--- src/dcf_pkg.sv ---
`timescale 1ns / 1ps
// ----------------------------------------------------------------------------
// dcf_pkg
// Types, register codes and defaults of the decimating 2D filter.
// ----------------------------------------------------------------------------
package dcf_pkg;

	localparam int DEF_MAX_KERNEL    = 8;
	localparam int DEF_MAX_SRC_WIDTH = 2048;
	localparam int DEF_CHANNEL_BITS  = 16;

	localparam int CFG_IDX_W  = 2;
	localparam int CFG_DATA_W = 16;
	localparam int COL_W      = 13;
	localparam int ACC_W      = 38;

	localparam logic [CFG_IDX_W-1:0] REG_OUT_WIDTH   = 2'd0;
	localparam logic [CFG_IDX_W-1:0] REG_FACTOR      = 2'd1;
	localparam logic [CFG_IDX_W-1:0] REG_KSIZE       = 2'd2;
	localparam logic [CFG_IDX_W-1:0] REG_MAX_INTENS  = 2'd3;

	typedef struct packed {
		logic        func;
		logic [15:0] in_red;
		logic [15:0] in_green;
		logic [15:0] in_blue;
		logic [5:0]  coef_index;
		logic [15:0] coef_value;
	} in_item_t;

	typedef struct packed {
		logic [15:0] out_red;
		logic [15:0] out_green;
		logic [15:0] out_blue;
		logic [9:0]  out_x;
		logic        row_end;
	} out_item_t;

	typedef struct packed {
		logic             wr_pix;
		logic             wr_coef;
		logic             tap_en;
		logic             tap_use;
		logic [2:0]       slot;
		logic [COL_W-1:0] col;
		logic [5:0]       kidx;
		logic             clr_acc;
		logic             load_out;
		logic [9:0]       out_x;
		logic             row_end;
		logic [15:0]      max_intens;
	} dp_cmd_t;

endpackage

--- src/dcf_ctrl.sv ---
`timescale 1ns / 1ps
// ----------------------------------------------------------------------------
// dcf_ctrl
// Configuration registers, stream counters and the tap sequencer.
// ----------------------------------------------------------------------------
module dcf_ctrl #(
	parameter int MAX_KERNEL    = dcf_pkg::DEF_MAX_KERNEL,
	parameter int MAX_SRC_WIDTH = dcf_pkg::DEF_MAX_SRC_WIDTH
) (
	input  logic                               clk,
	input  logic                               arst_n,
	input  logic                               cfg_we,
	input  logic [dcf_pkg::CFG_IDX_W-1:0]      cfg_index,
	input  logic [dcf_pkg::CFG_DATA_W-1:0]     cfg_data,
	input  logic                               in_valid,
	output logic                               in_ready,
	input  logic                               func,
	input  logic                               out_full,
	output dcf_pkg::dp_cmd_t                   cmd
);
	import dcf_pkg::*;

	localparam int CAP = (MAX_KERNEL < 8) ? MAX_KERNEL : 8;
	localparam logic [3:0] CAP4 = 4'(CAP);

	localparam logic [1:0] S_IDLE  = 2'd0;
	localparam logic [1:0] S_RUN   = 2'd1;
	localparam logic [1:0] S_DRAIN = 2'd2;
	localparam logic [1:0] S_DONE  = 2'd3;

	logic [1:0]       state_q;
	logic [10:0]      out_width_q;
	logic [3:0]       factor_q, ksize_q;
	logic [15:0]      max_intens_q;
	logic [3:0]       eff_f, eff_k, f1;
	logic [10:0]      eff_w;
	logic [13:0]      src_w;
	logic [2:0]       head_q, row_ph_q, col_ph_q;
	logic [3:0]       rows_q;
	logic [COL_W-1:0] col_q;
	logic [9:0]       x_q;
	logic [2:0]       cur_head_q;
	logic [3:0]       cur_rows_q;
	logic [COL_W-1:0] cur_col_q;
	logic [9:0]       cur_x_q;
	logic             cur_end_q;
	logic [2:0]       ky_q, kx_q;
	logic             drain_q;
	logic             accept, pix, produce, col_last, last_tap;
	logic [3:0]       back;
	logic [4:0]       slot_sum;
	logic [2:0]       slot;
	logic [14:0]      t_col, s_col;
	logic             row_ok, col_ok;

	always_comb begin
		eff_f = (factor_q == 4'd0) ? 4'd1 : factor_q;
		if (eff_f > CAP4) eff_f = CAP4;
		eff_k = (ksize_q > CAP4) ? CAP4 : ksize_q;
		if (eff_k < eff_f) eff_k = eff_f;
		eff_w = (out_width_q == 11'd0) ? 11'd1 : out_width_q;
		if (eff_w > 11'd1024) eff_w = 11'd1024;
	end

	assign src_w    = 14'(eff_w) * 14'(eff_f);
	assign f1       = eff_f - 4'd1;
	assign in_ready = (state_q == S_IDLE);
	assign accept   = in_valid && in_ready;
	assign pix      = accept && !func;
	assign produce  = ({1'b0, row_ph_q} == f1) && ({1'b0, col_ph_q} == f1);
	assign col_last = (14'(col_q) + 14'd1) >= src_w;
	assign last_tap = ({1'b0, kx_q} == eff_k - 4'd1) && ({1'b0, ky_q} == eff_k - 4'd1);

	always_comb begin
		back     = eff_k - 4'd1 - {1'b0, ky_q};
		row_ok   = back <= cur_rows_q;
		slot_sum = 5'(cur_head_q) + 5'(eff_k) - 5'(back);
		slot     = (slot_sum >= 5'(eff_k)) ? 3'(slot_sum - 5'(eff_k)) : slot_sum[2:0];
		t_col    = 15'(cur_col_q) + 15'd1 + 15'(kx_q);
		s_col    = t_col - 15'(eff_k);
		col_ok   = (t_col >= 15'(eff_k)) && (16'(s_col) < 16'(MAX_SRC_WIDTH));
	end

	always_comb begin
		cmd            = '0;
		cmd.max_intens = max_intens_q;
		cmd.out_x      = cur_x_q;
		cmd.row_end    = cur_end_q;
		cmd.kidx       = {ky_q, kx_q};
		case (state_q)
			S_IDLE: begin
				cmd.slot    = head_q;
				cmd.col     = col_q;
				cmd.wr_pix  = pix && (14'(col_q) < 14'(MAX_SRC_WIDTH));
				cmd.wr_coef = accept && func;
				cmd.clr_acc = pix && produce;
			end
			S_RUN: begin
				cmd.slot    = slot;
				cmd.col     = s_col[COL_W-1:0];
				cmd.tap_en  = 1'b1;
				cmd.tap_use = row_ok && col_ok;
			end
			S_DONE: begin
				cmd.load_out = !out_full;
			end
			default: begin
			end
		endcase
	end

	always_ff @(posedge clk or negedge arst_n) begin
		if (!arst_n) begin
			out_width_q  <= 11'd640;
			factor_q     <= 4'd2;
			ksize_q      <= 4'd4;
			max_intens_q <= 16'd0;
		end else if (cfg_we) begin
			case (cfg_index)
				REG_OUT_WIDTH:   out_width_q  <= cfg_data[10:0];
				REG_FACTOR:      factor_q     <= cfg_data[3:0];
				REG_KSIZE:       ksize_q      <= cfg_data[3:0];
				REG_MAX_INTENS:  max_intens_q <= cfg_data[15:0];
				default: begin
				end
			endcase
		end
	end

	always_ff @(posedge clk or negedge arst_n) begin
		if (!arst_n) begin
			head_q   <= '0;
			rows_q   <= '0;
			col_q    <= '0;
			row_ph_q <= '0;
			col_ph_q <= '0;
			x_q      <= '0;
		end else if (cfg_we) begin
			head_q   <= '0;
			rows_q   <= '0;
			col_q    <= '0;
			row_ph_q <= '0;
			col_ph_q <= '0;
			x_q      <= '0;
		end else if (pix) begin
			if (col_last) begin
				col_q    <= '0;
				col_ph_q <= '0;
				x_q      <= '0;
				head_q   <= ({1'b0, head_q} == eff_k - 4'd1) ? 3'd0 : head_q + 3'd1;
				if (rows_q < eff_k) rows_q <= rows_q + 4'd1;
				row_ph_q <= ({1'b0, row_ph_q} == f1) ? 3'd0 : row_ph_q + 3'd1;
			end else begin
				col_q <= col_q + COL_W'(1);
				if ({1'b0, col_ph_q} == f1) begin
					col_ph_q <= '0;
					x_q      <= x_q + 10'd1;
				end else begin
					col_ph_q <= col_ph_q + 3'd1;
				end
			end
		end
	end

	always_ff @(posedge clk) begin
		if (pix) begin
			cur_head_q <= head_q;
			cur_rows_q <= rows_q;
			cur_col_q  <= col_q;
			cur_x_q    <= x_q;
			cur_end_q  <= (11'(x_q) == eff_w - 11'd1);
		end
	end

	always_ff @(posedge clk or negedge arst_n) begin
		if (!arst_n) begin
			state_q <= S_IDLE;
			ky_q    <= '0;
			kx_q    <= '0;
			drain_q <= 1'b0;
		end else begin
			case (state_q)
				S_IDLE: begin
					if (pix && produce) begin
						state_q <= S_RUN;
						ky_q    <= '0;
						kx_q    <= '0;
					end
				end
				S_RUN: begin
					if (last_tap) begin
						state_q <= S_DRAIN;
						drain_q <= 1'b0;
					end else if ({1'b0, kx_q} == eff_k - 4'd1) begin
						kx_q <= '0;
						ky_q <= ky_q + 3'd1;
					end else begin
						kx_q <= kx_q + 3'd1;
					end
				end
				S_DRAIN: begin
					drain_q <= 1'b1;
					if (drain_q) state_q <= S_DONE;
				end
				S_DONE: begin
					if (!out_full) state_q <= S_IDLE;
				end
				default: begin
					state_q <= S_IDLE;
				end
			endcase
		end
	end

endmodule

--- config.mk ---
export PLATFORM = sky130hd
export DESIGN_NAME = dcf_ctrl
export DESIGN_NICKNAME = d
export VERILOG_FILES = /design/src/dcf_pkg.sv /design/src/dcf_ctrl.sv
export SDC_FILE = /design/constraint.sdc
export NUM_CORES = 1
export LEC_CHECK = 0
export BUFFER_PORTS_ARGS = -buffer_cell sky130_fd_sc_hd__buf_2
export CORE_MARGIN = 8
export CORE_UTILIZATION = 55
export CTS_CLUSTER_SIZE = 12
export DETAILED_ROUTE_END_ITERATION = 12
export PLACE_DENSITY = 0.8
export RECOVER_POWER = 25
export SLEW_MARGIN = 20
export SYNTH_ARGS = -nofsm -noshare
export SYNTH_HDL_FRONTEND = slang
export SYNTH_SLANG_ARGS = --single-unit
export TNS_END_PERCENT = 100
--- constraint.sdc ---
create_clock -name clk -period 14.2 [get_ports clk]
set_clock_uncertainty 0.1 [all_clocks]
set_input_delay 0.71 -clock clk [delete_from_list [all_inputs] [get_ports clk]]
set_output_delay 0.71 -clock clk [all_outputs]
set_load 0.1 [all_outputs]
==> flow_summary.yaml <==
global_routing:
  globalRouteMet3Util_pct: 4.13
  grt_pass1_wl_um: 33400
  busiest_layer: "met2"
  grt_pass1_vias: 6888
  grtUsageMet1_pct: 25.7
  grt_overflow: 0
  antenna_found_initial: 0
  globalRouteMet2Util_pct: 34.4
  track_usage_pct: 20.4
  grt_max_degree: 57
worst_setup_path:
  cp.depth: 18
  critPathMaxStageDelay_ns: 0.59
  worstReg2RegStart: "out_width_q[2]"
  worstPathMaxFanout: 17
  endpoint_kind: "output pin"
  crit_chain: "nor2b_1 -> inv_1 -> ha_1 -> nand3_1 -> and2_1 -> o21a_2 -> mux2_2 -> ha_1 -> fa_1 -> fa_1 -> fa_1 -> xor2_1 -> ha_1 -> a21o_1 -> a211oi_1 -> mux2i_1 -> a22o_1 -> buf_2"
  regToRegEndpoint: "col_q[6]"
  cp.buffers_inverters: 2
  critPathLaunchType: "register"
  crit_path_top_delay_cell: "fa_1"
  critical_path_class: "register to output pin"
  crit_family: "adder cells"
  worstPathRequired_ns: 13.39
  worstRegToRegCells: 25
  ff2ff_setup_slack_ns: 7.29
  cp.arrival_ns: 7.05
job:
  max_cap_viol_count: 1
finish:
  area_delta_synth_final_pct: 9.44
  final_area_um2: 9550
  layout.cells.non_filler: 1207
  fillCellCount: 1343
  drive_gt1_share_pct: 16.0
  diodes: 0
  final_common_cell: "nand2_1"
  final_nets: 1110
  final_cell_mix: "85 x nand2_1, 77 x buf_2, 76 x dfrtp_1"
min_path:
  worstHoldStart: "max_intens_q[1]"
  hold_depth: 1
  hold_class: "register to register"
  hold_end: "max_intens_q[1]"
die:
  core_um2: 15700
  pin_count: 80
  die-height_um: 142
  rows: 46
  dieArea_um2: 20100
  start_util_pct: 55.5
  chipWidth_um: 142
run_status:
  violations: "max-capacitance violations, max-slew violations"
  status: "complete, but fails checks"
sta:
  fmax_mhz: 127
  setup-tns-final_ns: 0
  relSlewSlack_pct: -101
  setup_viol: 0
  fin_crit_ns: 7.86
  slew_violations: 57
  grt_setup_unrepaired: "false"
  finalCritPeriodShare_pct: 55.4
  worst_slew_pin_slew_ns: 3.01
  hold_viol_final: 0
clock_tree:
  clk_latency_ns: 0.37
  post_cts_resized: 0
  clkTransAtPathRegs_ns: 0.09
  holdBufCountCts: 0
  cts_buffer_depth: 2
  cts_max_level: 3
  cts_root_buf: "clkbuf_16"
  cts_tree: "done"
  numCtsBuffers: 9
  clock-sinks: 111
  cts_setup_buffers: 0
logic_synthesis:
  async_flop_share_pct: 72.1
  avgSynthCellArea_um2: 9.40
  synth_seq_cells: 111
  synth_ff_type: "dfrtp_1"
  syn_nets: 1052
  ys_warn_count: 0
  syn_inst: 928
  seq_area_frac_synth_pct: 33.7
  synth-edff-count: 31
  syn_area_um2: 8720
  post_synth_num_cell_types: 77
detailed_routing:
  wire_per_inst_um: 16.5
  dr.pass1.iters: 5
  drt_iter0_drc: 315
  drtAntennaViolNets: 0
  viasPerCell: 5.74
  via_count: 6931
  routed_wl_um: 19900
  drc: 0
placed_design:
  io_buffer_count: 79
  gp_routability_congestion: 0.884
  place_hpwl_um: 15200
  placed_cells: 1191
  placed_cell_area_um2: 9250
==> synthesized netlist by cell type (6+ instances only) <==
master    count  area [um^2]
a211oi_1      6         45.0
nand3_1      37          185
mux2i_1       8         80.1
nand2b_1     10         62.6
inv_1        71          267
fa_1         25          500
or2_2         6         37.5
o21ai_0      70          350
nor2b_1      16          100
xor2_1       34          298
a22o_1        7         61.3
nor2_1       71          267
nor3_1       18         90.1
or3_1         7         43.8
mux2_2       37          417
ha_1         75          938
dfrtp_1      76         1900
edfxtp_1     31          931
nand4_1      10         62.6
clkbuf_1     27          101
a21o_1        8         60.1
nand2_1      85          319
xnor2_1      37          324
a21oi_1      34          170
and3_1       17          106
==> worst max-delay path by stage <==
stage / slack (ns) / to / start
floorplan: 5.95 / cmd[50] / factor_q[3]
global placement: 7.00 / cmd[48] / factor_q[3]
detailed placement: 6.77 / cmd[50] / factor_q[3]
CTS: 6.34 / cmd[50] / factor_q[3]
global route: 5.80 / cmd[50] / factor_q[3]
finish: 6.34 / cmd[48] / factor_q[3]
==> logic make-up (layout without fill, tap and decap cells) <==
family	Yosys count	in the layout	share of synthesized area [%]
simple gates	310	310	17.7
mux	47	47	6.08
xor+xnor	75	75	8.18
fa+ha+maj	100	100	16.5
flops	111	111	33.7
buf+inv	110	173	5.26
compound gates	175	175	12.7
==> state kept, by name, summed over array words and instances (netlist names), 4 cells and up <==
name          count
max_intens_q     16
col_q            13
cur_col_q        13
out_width_q      11
cur_x_q          10
x_q              10
cur_rows_q        4
factor_q          4
ksize_q           4
rows_q            4
==> layout make-up <==
class,instances,area (um^2),share of cell area (%)
Clock inverter,7,78.8,0.826
Sequential cell,111,2940,30.8
Tap cell,216,270,2.83
Clock buffer,9,225,2.36
Multi-Input combinational cell,707,5330,55.9
Timing Repair Buffer,84,427,4.47
Inverter,73,274,2.87
==> stage by stage <==
| step | hold slack, ns | utilization [%] | setup WS, ns |
|---|---|---|---|
| global placement | 0.382 | 58.9 | 7.00 |
| finish | 0.410 | 60.8 | 6.34 |
| global route | 0.422 | 60.8 | 5.80 |
| floorplan | 0.314 | - | 5.95 |
| CTS | 0.143 | 60.8 | 6.34 |
| detailed placement | 0.391 | 58.9 | 6.77 |
==> per-layer routing <==
layer	vias to the layer above	part of all wire [%]
li1	3374	-
met1	3302	44
met2	231	47
met3	24	6.7
met4	0	2.3
met5	-	0
Power is left out: the tool's default activity adds up to more than one toggle a clock period on the data nets, which glitch-free logic cannot reach.
